## src/hw/rtl/rgtc_pkg.sv

```systemverilog
// Shared types and constants for the RGTC block decoder.
package rgtc_pkg;

   localparam int unsigned BLOCK_W    = 64;
   localparam int unsigned BYTE_W     = 8;
   localparam int unsigned CODE_W     = 3;
   localparam int unsigned NUM_TEXELS = 16;
   localparam int unsigned NUM_LANES  = 1 << CODE_W;
   localparam int unsigned CODES_W    = CODE_W * NUM_TEXELS;
   localparam int unsigned INDEX_W    = $clog2(NUM_TEXELS);
   localparam int unsigned ENDP_W     = 10;
   localparam int unsigned UVAL_W     = 8;
   localparam int unsigned SVAL_W     = 16;

   localparam logic [BYTE_W-1:0] BYTE_NEG_MAX   = 8'h80;
   localparam logic [BYTE_W-1:0] BYTE_NEG_CLAMP = 8'h81;
   localparam logic [INDEX_W-1:0] LAST_TEXEL    = INDEX_W'(NUM_TEXELS - 1);

   typedef struct packed {
      logic signed [ENDP_W-1:0] e0;
      logic signed [ENDP_W-1:0] e1;
      logic                     eight;
      logic                     sgn;
   } ends_type;

   typedef struct packed {
      logic [UVAL_W-1:0]        uval;
      logic signed [SVAL_W-1:0] sval;
   } lane_out_type;

endpackage

```

## src/hw/rtl/rgtc_block_decoder.sv

```systemverilog
// Top level of the RGTC (BC4/BC5) block decoder.
// Path: an item passes the input stage, the palette lane registers and the result register.
// Throughput: one texel per cycle while rsp_stall is low, set by the single result port.
// The next item is held in the input stage while the serializer emits the current one.
// Reset clears signed_mode, the pair-failure flag and all valid state.
module rgtc_block_decoder (
   input  logic                                clock,
   input  logic                                reset,
   input  logic                                csr_write_enable,
   input  logic                                csr_write_data,
   input  logic                                req_valid,
   output logic                                req_stall,
   input  logic [rgtc_pkg::BLOCK_W-1:0]        req_block_bits,
   input  logic                                req_channel,
   output logic                                rsp_valid,
   input  logic                                rsp_stall,
   output logic [rgtc_pkg::INDEX_W-1:0]        rsp_texel_index,
   output logic [rgtc_pkg::UVAL_W-1:0]         rsp_unsigned_value,
   output logic signed [rgtc_pkg::SVAL_W-1:0]  rsp_signed_value,
   output logic                                rsp_component,
   output logic                                rsp_invalid,
   output logic                                rsp_last
);
   import rgtc_pkg::*;

   logic                  signed_mode_ff;
   logic                  pair_failed_ff;
   logic                  pair_failed_in;
   logic                  front_valid_ff;
   ends_type              front_ends_ff;
   ends_type              ends_in;
   logic [CODES_W-1:0]    front_codes_ff;
   logic                  front_bad_ff;
   logic                  front_bad_in;
   logic                  front_comp_ff;
   logic                  back_free;
   logic                  front_take;
   logic                  req_accept;
   logic                  bad_raw;
   logic [BYTE_W-1:0]     b0;
   logic [BYTE_W-1:0]     b1;
   lane_out_type [NUM_LANES-1:0] palette;

   assign req_stall  = front_valid_ff && !back_free;
   assign req_accept = req_valid && !req_stall;
   assign front_take = front_valid_ff && back_free;

   always_comb begin
      b0 = req_block_bits[BYTE_W-1:0];
      b1 = req_block_bits[2*BYTE_W-1:BYTE_W];
      bad_raw = signed_mode_ff && b0 == BYTE_NEG_CLAMP && b1 == BYTE_NEG_MAX;
      ends_in.sgn = signed_mode_ff;
      if (signed_mode_ff) begin
         ends_in.e0 = (b0 == BYTE_NEG_MAX) ? ENDP_W'($signed(BYTE_NEG_CLAMP))
                                            : ENDP_W'($signed(b0));
         ends_in.e1 = (b1 == BYTE_NEG_MAX) ? ENDP_W'($signed(BYTE_NEG_CLAMP))
                                            : ENDP_W'($signed(b1));
      end else begin
         ends_in.e0 = $signed(ENDP_W'(b0));
         ends_in.e1 = $signed(ENDP_W'(b1));
      end
      ends_in.eight = ends_in.e0 > ends_in.e1;
      if (req_channel) begin
         front_bad_in   = bad_raw || pair_failed_ff;
         pair_failed_in = 1'b0;
      end else begin
         front_bad_in   = bad_raw;
         pair_failed_in = bad_raw;
      end
   end

   always_ff @(posedge clock) begin
      if (reset) begin
         signed_mode_ff <= 1'b0;
         pair_failed_ff <= 1'b0;
         front_valid_ff <= 1'b0;
      end else begin
         if (csr_write_enable) begin
            signed_mode_ff <= csr_write_data;
         end
         if (req_accept) begin
            pair_failed_ff <= pair_failed_in;
            front_valid_ff <= 1'b1;
            front_ends_ff  <= ends_in;
            front_codes_ff <= req_block_bits[BLOCK_W-1:2*BYTE_W];
            front_bad_ff   <= front_bad_in;
            front_comp_ff  <= req_channel;
         end else if (front_take) begin
            front_valid_ff <= 1'b0;
         end
      end
   end

   for (genvar g = 0; g < NUM_LANES; g++) begin : g_lane
      rgtc_lane #(
         .CODE(g)
      ) u_lane (
         .clock      (clock),
         .load       (front_take),
         .ends       (front_ends_ff),
         .palette_ff (palette[g])
      );
   end

   rgtc_merge u_merge (
      .clock              (clock),
      .reset              (reset),
      .load               (front_take),
      .codes              (front_codes_ff),
      .bad                (front_bad_ff),
      .comp               (front_comp_ff),
      .palette            (palette),
      .back_free          (back_free),
      .rsp_valid          (rsp_valid),
      .rsp_stall          (rsp_stall),
      .rsp_texel_index    (rsp_texel_index),
      .rsp_unsigned_value (rsp_unsigned_value),
      .rsp_signed_value   (rsp_signed_value),
      .rsp_component      (rsp_component),
      .rsp_invalid        (rsp_invalid),
      .rsp_last           (rsp_last)
   );

   a_stall_needs_item: assert property (@(posedge clock) disable iff (reset)
      req_stall |-> front_valid_ff)
      else $error("input stalled with empty input stage");

   a_pair_clear: assert property (@(posedge clock) disable iff (reset)
      req_accept && req_channel |=> !pair_failed_ff)
      else $error("pair flag survived second component");

   a_take_loads: assert property (@(posedge clock) disable iff (reset)
      front_take && !req_accept |=> !front_valid_ff)
      else $error("input stage kept item after hand-off");

endmodule

```

## src/hw/rtl/rgtc_lane.sv

```systemverilog
// One palette lane: computes and registers the palette entry for one texel code.
module rgtc_lane #(
   parameter int unsigned CODE = 0
) (
   input  logic                  clock,
   input  logic                  load,
   input  rgtc_pkg::ends_type    ends,
   output rgtc_pkg::lane_out_type palette_ff
);
   import rgtc_pkg::*;

   localparam int unsigned W7 = (CODE >= 1) ? CODE - 1 : 0;
   localparam int unsigned W5 = (CODE >= 2 && CODE <= 5) ? CODE - 1 : 0;
   localparam logic signed [4:0] A7 = 5'(7 - W7);
   localparam logic signed [4:0] B7 = 5'(W7);
   localparam logic signed [4:0] A5 = 5'(5 - W5);
   localparam logic signed [4:0] B5 = 5'(W5);
   localparam int unsigned NUM_W = 14;
   localparam int unsigned DIV_SHIFT = 14;
   localparam int unsigned DIV7_MUL = 2341;
   localparam int unsigned DIV5_MUL = 3277;

   function automatic logic signed [ENDP_W-1:0] div_tz(input logic signed [NUM_W-1:0] n,
                                                      input logic [12:0] mul);
      logic [NUM_W-2:0] mag;
      logic [25:0]      prod;
      logic [ENDP_W-1:0] q;
      mag  = n[NUM_W-1] ? (NUM_W-1)'(-n) : (NUM_W-1)'(n);
      prod = 26'(mag) * 26'(mul);
      q    = prod[DIV_SHIFT +: ENDP_W];
      return n[NUM_W-1] ? -$signed(q) : $signed(q);
   endfunction

   logic signed [NUM_W-1:0]  e0x;
   logic signed [NUM_W-1:0]  e1x;
   logic signed [NUM_W-1:0]  num7;
   logic signed [NUM_W-1:0]  num5;
   logic signed [ENDP_W-1:0] v;
   logic [UVAL_W-1:0]        ofs;
   logic [9:0]               tri_ofs;
   logic [1:0]               frac;
   logic [SVAL_W-1:0]        scaled;
   lane_out_type             palette_in;

   always_comb begin
      e0x  = NUM_W'(ends.e0);
      e1x  = NUM_W'(ends.e1);
      num7 = A7 * e0x + B7 * e1x;
      num5 = A5 * e0x + B5 * e1x;
      priority if (CODE == 0) begin
         v = ends.e0;
      end else if (CODE == 1) begin
         v = ends.e1;
      end else if (ends.eight) begin
         v = div_tz(num7, 13'(DIV7_MUL));
      end else if (CODE == 6) begin
         v = ends.sgn ? -10'sd127 : 10'sd0;
      end else if (CODE == 7) begin
         v = ends.sgn ? 10'sd127 : 10'sd255;
      end else begin
         v = div_tz(num5, 13'(DIV5_MUL));
      end

      // (v + 127) * 65535 / 254 = 258 * u + floor(3 * u / 254)
      ofs     = UVAL_W'(v + 10'sd127);
      tri_ofs = 10'(ofs) * 10'd3;
      frac    = 2'(tri_ofs >= 10'd254) + 2'(tri_ofs >= 10'd508) + 2'(tri_ofs >= 10'd762);
      scaled  = 16'(ofs) * 16'd258 + 16'(frac);

      palette_in.uval = ends.sgn ? '0 : v[UVAL_W-1:0];
      palette_in.sval = ends.sgn ? $signed({~scaled[SVAL_W-1], scaled[SVAL_W-2:0]}) : '0;
   end

   always_ff @(posedge clock) begin
      if (load) begin
         palette_ff <= palette_in;
      end
   end

endmodule

```

## src/hw/rtl/rgtc_merge.sv

```systemverilog
// Texel serializer: picks each texel's palette entry by code and drives the result channel.
module rgtc_merge (
   input  logic                                              clock,
   input  logic                                              reset,
   input  logic                                              load,
   input  logic [rgtc_pkg::CODES_W-1:0]                      codes,
   input  logic                                              bad,
   input  logic                                              comp,
   input  rgtc_pkg::lane_out_type [rgtc_pkg::NUM_LANES-1:0]  palette,
   output logic                                              back_free,
   output logic                                              rsp_valid,
   input  logic                                              rsp_stall,
   output logic [rgtc_pkg::INDEX_W-1:0]                      rsp_texel_index,
   output logic [rgtc_pkg::UVAL_W-1:0]                       rsp_unsigned_value,
   output logic signed [rgtc_pkg::SVAL_W-1:0]                rsp_signed_value,
   output logic                                              rsp_component,
   output logic                                              rsp_invalid,
   output logic                                              rsp_last
);
   import rgtc_pkg::*;

   logic                  busy_ff;
   logic [INDEX_W-1:0]    count_ff;
   logic [CODES_W-1:0]    codes_ff;
   logic                  bad_ff;
   logic                  comp_ff;
   logic                  rsp_valid_ff;
   logic [INDEX_W-1:0]    index_ff;
   logic [UVAL_W-1:0]     uval_ff;
   logic signed [SVAL_W-1:0] sval_ff;
   logic                  comp_out_ff;
   logic                  bad_out_ff;
   logic                  last_ff;
   logic                  out_load;
   logic                  at_last;
   logic [CODE_W-1:0]     code;

   assign out_load  = busy_ff && (!rsp_valid_ff || !rsp_stall);
   assign at_last   = count_ff == LAST_TEXEL;
   assign back_free = !busy_ff || (out_load && at_last);
   assign code      = codes_ff[CODE_W-1:0];

   always_ff @(posedge clock) begin
      if (reset) begin
         busy_ff      <= 1'b0;
         rsp_valid_ff <= 1'b0;
         count_ff     <= '0;
      end else begin
         if (load) begin
            busy_ff  <= 1'b1;
            count_ff <= '0;
            codes_ff <= codes;
            bad_ff   <= bad;
            comp_ff  <= comp;
         end else if (out_load) begin
            busy_ff  <= !at_last;
            count_ff <= count_ff + 1'b1;
            codes_ff <= codes_ff >> CODE_W;
         end
         if (out_load) begin
            rsp_valid_ff <= 1'b1;
            index_ff     <= count_ff;
            uval_ff      <= bad_ff ? '0 : palette[code].uval;
            sval_ff      <= bad_ff ? '0 : palette[code].sval;
            comp_out_ff  <= comp_ff;
            bad_out_ff   <= bad_ff;
            last_ff      <= at_last;
         end else if (!rsp_stall) begin
            rsp_valid_ff <= 1'b0;
         end
      end
   end

   assign rsp_valid          = rsp_valid_ff;
   assign rsp_texel_index    = index_ff;
   assign rsp_unsigned_value = uval_ff;
   assign rsp_signed_value   = sval_ff;
   assign rsp_component      = comp_out_ff;
   assign rsp_invalid        = bad_out_ff;
   assign rsp_last           = last_ff;

   a_invalid_zero: assert property (@(posedge clock) disable iff (reset)
      rsp_valid && rsp_invalid |-> rsp_unsigned_value == '0 && rsp_signed_value == '0)
      else $error("invalid item carries nonzero value");

   a_one_mode: assert property (@(posedge clock) disable iff (reset)
      rsp_valid |-> rsp_unsigned_value == '0 || rsp_signed_value == '0)
      else $error("both unsigned and signed values nonzero");

   a_no_gap: assert property (@(posedge clock) disable iff (reset)
      rsp_valid && !rsp_stall && !rsp_last |=> rsp_valid)
      else $error("gap inside a block");

   a_free_when_idle: assert property (@(posedge clock) disable iff (reset)
      !busy_ff |-> back_free && !out_load)
      else $error("serializer idle but not free");

endmodule
```

## config.mk

```make
export PLATFORM = sky130hd
export DESIGN_NAME = rgtc_block_decoder
export DESIGN_NICKNAME = d
export VERILOG_FILES = /design/src/hw/rtl/rgtc_pkg.sv /design/src/hw/rtl/rgtc_block_decoder.sv /design/src/hw/rtl/rgtc_lane.sv /design/src/hw/rtl/rgtc_merge.sv
export SDC_FILE = /design/constraint.sdc
export NUM_CORES = 2
export LEC_CHECK = 0
export BUFFER_PORTS_ARGS = -buffer_cell sky130_fd_sc_hd__buf_2
export CELL_PAD_IN_SITES_DETAIL_PLACEMENT = 1
export CELL_PAD_IN_SITES_GLOBAL_PLACEMENT = 2
export CORE_ASPECT_RATIO = 1.1
export CORE_UTILIZATION = 47
export DETAILED_ROUTE_END_ITERATION = 10
export PLACE_DENSITY_LB_ADDON = 0.1
export REMOVE_ABC_BUFFERS = 1
export SLEW_MARGIN = 20
export SYNTH_ARGS = -nofsm -noshare
export SYNTH_HDL_FRONTEND = slang
export SYNTH_SLANG_ARGS = --single-unit
export TNS_END_PERCENT = 20
```

## constraint.sdc

```tcl
create_clock -name clock -period 38.4 [get_ports clock]
set_clock_uncertainty 0.2 [all_clocks]
set_input_delay 5.76 -clock clock [delete_from_list [all_inputs] [get_ports clock]]
set_output_delay 5.76 -clock clock [all_outputs]
set_load 0.02 [all_outputs]
```

# Word-level counts from Yosys, hierarchy flattened
# Index checks and enable logic that the tools add are counted.
classes:
  magnitude_cmp: 26
  multipliers: 32
  mux: 43
  bitwise: 9
  n_eq_ne: 5
  addsub: 63
  n_reduce_logical: 23
op_table:
  columns: ["op", "n"]
  rows:
  - ["$mul 13x12->22 const B", 10]
  - ["$mux 8", 18]
  - ["$mux 13", 10]
  - ["$neg 13->13", 10]
  - ["$add 16x2->16", 8]
  - ["$mul 8x8->15 const B", 8]
  - ["$mux 48", 2]
  - ["$ge 10x10->1 const B", 8]
  - ["$ge 10x8->1 const B", 8]
  - ["$ge 10x9->1 const B", 8]
  - ["$mul 8x2->10 const B", 8]
  - ["$neg 8->8", 10]
  - ["$bmux 24 s3", 1]
  - ["$add 8x8->8 const B", 8]
  - ["$mul 3x10->13 const A", 4]
  - ["$mul 4x10->14 const A", 2]
  - ["$eq 8x8->1 const B", 3]
  - ["$mux 24", 1]
  - ["$mux 10", 2]
  - ["$mux 20", 1]
  - ["$add 1x1->2", 8]
  - ["$add 2x1->2", 8]
  - ["$add 10x14->14", 1]
  - ["$add 11x13->14", 1]
  - ["other kinds (21)", 53]
totals:
  wordCells: 239
  out_inout_bits: 33
  in_bits: 71
  reg_bits: 354

# Longest topological paths before layout
logic_depth:
  word_depth: 15
  depth_mapped: 62
  ltp_nobuf: 61

# Hierarchy
# From an unflattened synthesis, not the netlist that was laid out.
unflattened:
  cells_unflattened: 6240
  hier_area_um2: 58861.5
modules_own_cells:
  columns: ["module", "instances", "area_per_inst_um2", "cells_per_inst"]
  rows:
  - ["rgtc_lane at g_lane[3].u_lane", 1, 9315.2, 1076]
  - ["rgtc_lane at g_lane[4].u_lane", 1, 9135.0, 1041]
  - ["rgtc_lane at g_lane[5].u_lane", 1, 8941.1, 1035]
  - ["rgtc_lane at g_lane[2].u_lane", 1, 8849.7, 990]
  - ["rgtc_lane at g_lane[7].u_lane", 1, 5735.5, 664]
  - ["rgtc_lane at g_lane[6].u_lane", 1, 5407.7, 596]
  - ["rgtc_merge", 1, 4763.3, 279]
  - ["rgtc_lane at g_lane[0].u_lane ...", 2, 2054.5, 208]
  - ["rgtc_block_decoder", 1, 2605.0, 143]

# Worst setup path before layout
# No wires, ideal clock.
synth_path:
  path_kind: "register to register"
  startpoint: "reg front_ends_ff[14] (netlist name)"
  endpoint: "reg g_lane[3].u_lane.palette_ff[15] (netlist name) (data pin)"
  stages_incl_launch_ff: 59
  path_slack_ns: 25.102
  n_path_buf: 2
  t_required_ns: 37.934
  arrival_time_ns: 12.832
  period_less_slack_ns: 13.298
  path_cell_list: "edfxtp_1 > inv_1 > ha_1 > ha_1 > fa_1 > a21o_1 > a21oi_1 > o21bai_1 > a21oi_1 > nor2b_1 > o21ai_0 > xnor2_1 > ha_1 > buf_2 > nand2_1 > nor3b_1 > a21o_1 > inv_1 > [23 not listed] > inv_1 > or2_2 > or2_2 > o2bb2ai_2 > ha_1 > nor2b_1 > o21a_1 > nor2_1 > xnor2_1 > nand4_1 > or4_1 > a31oi_1 > fa_1 > nand4_1 > nor3_1 > nand4_1 > xor3_1 > nor2_1"
synth_via:
  elab_chain_cells: 15
  word_cells_on_any_way: 25
synth_lines:
  columns: ["item", "line", "source"]
  rows:
  - ["start: declaration", "rgtc_block_decoder.sv:30", "ends_type front_ends_ff;"]
  - ["start signal: assignment", "rgtc_block_decoder.sv:84", "front_ends_ff <= ends_in;"]
  - ["$mul 4x10->14 / $mul 3x10->13 (equally long branches)", null, null]
  - ["$add 14x11->14 / $add 13x11->14 (equally long branches)", "rgtc_lane.sv:48, rgtc_lane.sv:49", null]
  - ["$neg 13->13", "rgtc_lane.sv:28", "mag = n[NUM_W-1] ? (NUM_W-1)'(-n) : (NUM_W-1)'(n);"]
  - ["$mux 13", "rgtc_lane.sv:28", null]
  - ["$mul 13x12->22", "rgtc_lane.sv:29", "prod = 26'(mag) * 26'(mul);"]
  - ["$neg 8->8", "rgtc_lane.sv:31", "return n[NUM_W-1] ? -$signed(q) : $signed(q);"]
  - ["$mux 8", "rgtc_lane.sv:31", null]
  - ["$mux 8 (*)", "rgtc_lane.sv:54", "end else if (ends.eight) begin"]
  - ["$add 8x8->8 (*)", "rgtc_lane.sv:65", "ofs = UVAL_W'(v + 10'sd127);"]
  - ["$mul 8x2->10", "rgtc_lane.sv:66", "tri_ofs = 10'(ofs) * 10'd3;"]
  - ["$ge 10x8->1 / $ge 10x9->1 (equally long branches)", "rgtc_lane.sv:67", "frac = 2'(tri_ofs >= 10'd254) + 2'(tri_ofs >= 10'd508) + 2'(tri_ofs >= 10'd762);"]
  - ["$add 1x1->2", "rgtc_lane.sv:67", null]
  - ["$add 2x1->2", "rgtc_lane.sv:67", null]
  - ["$add 16x2->16 (*)", "rgtc_lane.sv:68", "scaled = 16'(ofs) * 16'd258 + 16'(frac);"]
  - ["$not 1->1 (*)", "rgtc_lane.sv:71", "palette_in.sval = ends.sgn ? $signed({~scaled[SVAL_W-1], scaled[SVAL_W-2:0]}) : '0;"]
  - ["end signal: assignment", "rgtc_lane.sv:76", "palette_ff <= palette_in;"]
  - ["end: declaration", "rgtc_lane.sv:8", "output rgtc_pkg::lane_out_type palette_ff"]
# Mark *: on every way between the ends. The rest lies on a longest branch, timed or not.
# A chain may end at the register's enable or synchronous reset.

# Final worst setup path
layout_path:
  startpoint: "reg front_ends_ff[13] (netlist name)"
  endpoint: "reg g_lane[3].u_lane.palette_ff[15] (netlist name) (data pin)"
# Same word-level chain as after synthesis.

==> results by group <==
Setup path
  – WP buf/inv: 9
  – Critical path depth: 57
  – Worst Reg-to-Reg Cells: 57
  – Worst setup path end: g_lane[3].u_lane.palette_ff[15]
  – Worst R2R Setup Slack: 22.15 ns
  – Req. time, crit path: 38.49 ns
  – Crit path launch: front_ends_ff[13]
  – Crit path max fanout: 11
  – CP top delay family: adder cells
  – Worst r2r src: front_ends_ff[13]
  – Crit. End Element: register
  – Slowest cell delay on critical path: 0.78 ns
  – CP Launch Type: register
  – Worst EP arrival: 16.35 ns
  – WS Path Type: reg2reg
  – Slowest cell on the critical path: edfxtp_1
  – Worst r2r dst: g_lane[3].u_lane.palette_ff[15]

Synthesis
  – Post-synth top cells: ha_1, inv_1, nor2_1
  – Mean Syn Cell Area: 9.63 um^2
  – Main synth FF type: edfxtp_1
  – Top cell type's share of synthesized area: 23.1%
  – Largest family of logic cells by synthesized area: adder cells
  – Compound-Gate Fraction of Synth Area: 11.9%
  – FF+latch count, synth: 352
  – Post-synth EDFFs: 343
  – Share of the yosys chip area belonging to registers: 19.5%
  – Area leader, netlist: ha_1
  – Synth Area in Adders: 35.7%
  – Mux cell area share after synthesis: 4.48%
  – Simple-Gate Fraction of Synth Area: 11.9%
  – Most common cell in the netlist: ha_1
  – Fraction of registers with async set/reset: 0%
  – Post-synthesis xor/xnor area fraction: 9.93%
  – Yosys warns: 0
  – Synthesized area: 53800 um^2
  – Mapped Cells: 5593
  – Cell variety after synth: 132
  – Synth top area cells: ha_1, edfxtp_1, fa_1

STA
  – Tmin final: 16.26 ns
  – RSZ-0062 raised after global routing: no
  – Final Setup Violations: 0
  – Fin. max-slew vios: 0
  – Final Hold Viols: 0
  – Final TNS setup: 0 ns
  – Peak Freq: 61.5 MHz
  – Max_slew headroom: 22.1%
  – Final period utilization: 42.3%
  – Tightest Pin Transition: 1.16 ns
  – Hold slack: 0.228 ns

Floorplan
  – Die X: 325 um
  – Height of the die: 357 um
  – Die area: 116000 um^2
  – Initial core utilization: 47.7%
  – Core box area: 113000 um^2
  – I/O pin count: 104
  – Std cell rows: 129

Run status
  – Status: completed

Flow run
  – Max-Cap Viols: 0

Clock network
  – CTS resizes: 0
  – CTS tree: done
  – Clk slew on worst S/H paths: 0.06 ns
  – Post-CTS Setup Repair Bufs: 0
  – Worst skew pair latency: 0.57 ns
  – CTS Hold Bufs: 0
  – Max clock buf depth: 3
  – H-tree depth: 2
  – Number of clock sinks: 352
  – CTS buffer count: 39
  – CTS Root Cell: clkbuf_16

Global route
  – Total GRT Usage: 27.6%
  – Initial antenna violation count: 9
  – Global-route wire length before repair: 251000 um
  – Overflow after GRT: 0
  – Largest net degree at the start of global routing: 170
  – Vias in the first global route: 43800

Layout
  – Nets: 7065
  – Layout cell share with drive strength beyond 1: 7.59%
  – Area growth from synthesis to final layout: 6.71%
  – Filler cells: 12900

Route
  – DR DRC count: 0
  – Final wirelength: 160000 um
  – Vias: 40900
  – Via-per-instance ratio: 5.68
  – ANT nets after route: 0
  – Initial drt markers: 1867
  – Initial DRT Pass Iterations: 5
  – DR WL/cell: 22.2 um

Worst hold path
  – Hold crit path type: reg2reg

Placement
  – Post-DP HPWL: 134000 um
  – Input/output buffers: 103
  – Routability congestion estimate: 0.922
-- area by class of cell --
class	instances	area, um^2	share of cell area (%)
diodes	2	5.00	0.00871
clock buffers	51	1070	1.87
clock inverters	21	230	0.401
inverters	812	3050	5.31
multi-input cells	4306	39900	69.4
flip-flops and latches	352	10500	18.2
well taps	1506	1880	3.28
repair buffers	149	873	1.52
-- per-stage QoR --
stage,std cells,cell area (um^2),util [%],setup slack (ns)
2_1_floorplan,5470,53400,-,20.04
3_3_place_gp,7125,56200,49.7,22.21
3_5_place_dp,7125,56200,49.7,22.15
4_1_cts,7197,57500,50.9,22.10
5_1_grt,7197,57500,50.9,21.13
6_report,7199,57500,50.9,22.15
-- sequential cells by signal, indices dropped and copies added, names as in the netlist, 4 cells and up --
register	flops
u_merge.codes_ff	48
u_merge.rsp_texel_index	4
u_merge.count_ff	4
front_codes_ff	48
front_ends_ff	20
u_merge.rsp_unsigned_value	8
g_lane.u_lane.palette_ff	192
u_merge.rsp_signed_value	16
-- kinds of logic (layout without fill, tap and decap cells) --
kind of cell    Yosys count  in the layout
fa+ha+maj              1334           1334
simple gates           1267           1267
compound gates          944            944
buf+inv                 943           1033
xor+xnor                585            585
flops                   352            352
mux                     166            166
other cells               2             12
-- per-layer routing --
layer,up-vias,global-route usage [%],part of all wire [%]
met5,-,0,0.038
met4,10,8.47,3.3
met2,617,50.3,50
met3,216,2.08,3.0
li1,19600,-,-
met1,20500,34.8,43
-- placed cells by master (no fill, tap or decap), types with 36 or more instances in the layout --
cell,instances
ha_1,996
inv_1,810
nor2_1,376
xnor2_1,352
edfxtp_1,343
fa_1,338
a21oi_1,259
nand2_1,250
xor2_1,213
o21ai_0,171
a21o_1,115
buf_2,103
nand3_1,102
and2_1,80
nor3_1,78
nand4_1,58
mux2i_1,57
mux2_2,53
nor2b_1,51
o21a_1,49
mux4_2,48
a31oi_1,46
buf_4,45
nand2b_1,44
clkbuf_16,41
o21bai_1,36
-- worst min-delay path by stage --
stage	start	endpoint	cells after the start
2_1_floorplan	front_bad_ff	u_merge.bad_ff	0
3_3_place_gp	u_merge.comp_ff	u_merge.rsp_component	0
3_5_place_dp	front_bad_ff	u_merge.bad_ff	0
4_1_cts	front_bad_ff	u_merge.bad_ff	0
5_1_grt	front_bad_ff	u_merge.bad_ff	0
6_report	front_bad_ff	u_merge.bad_ff	0
Power is left out: the tool's default activity adds up to more than one toggle a clock period on the data nets, which glitch-free logic cannot reach.
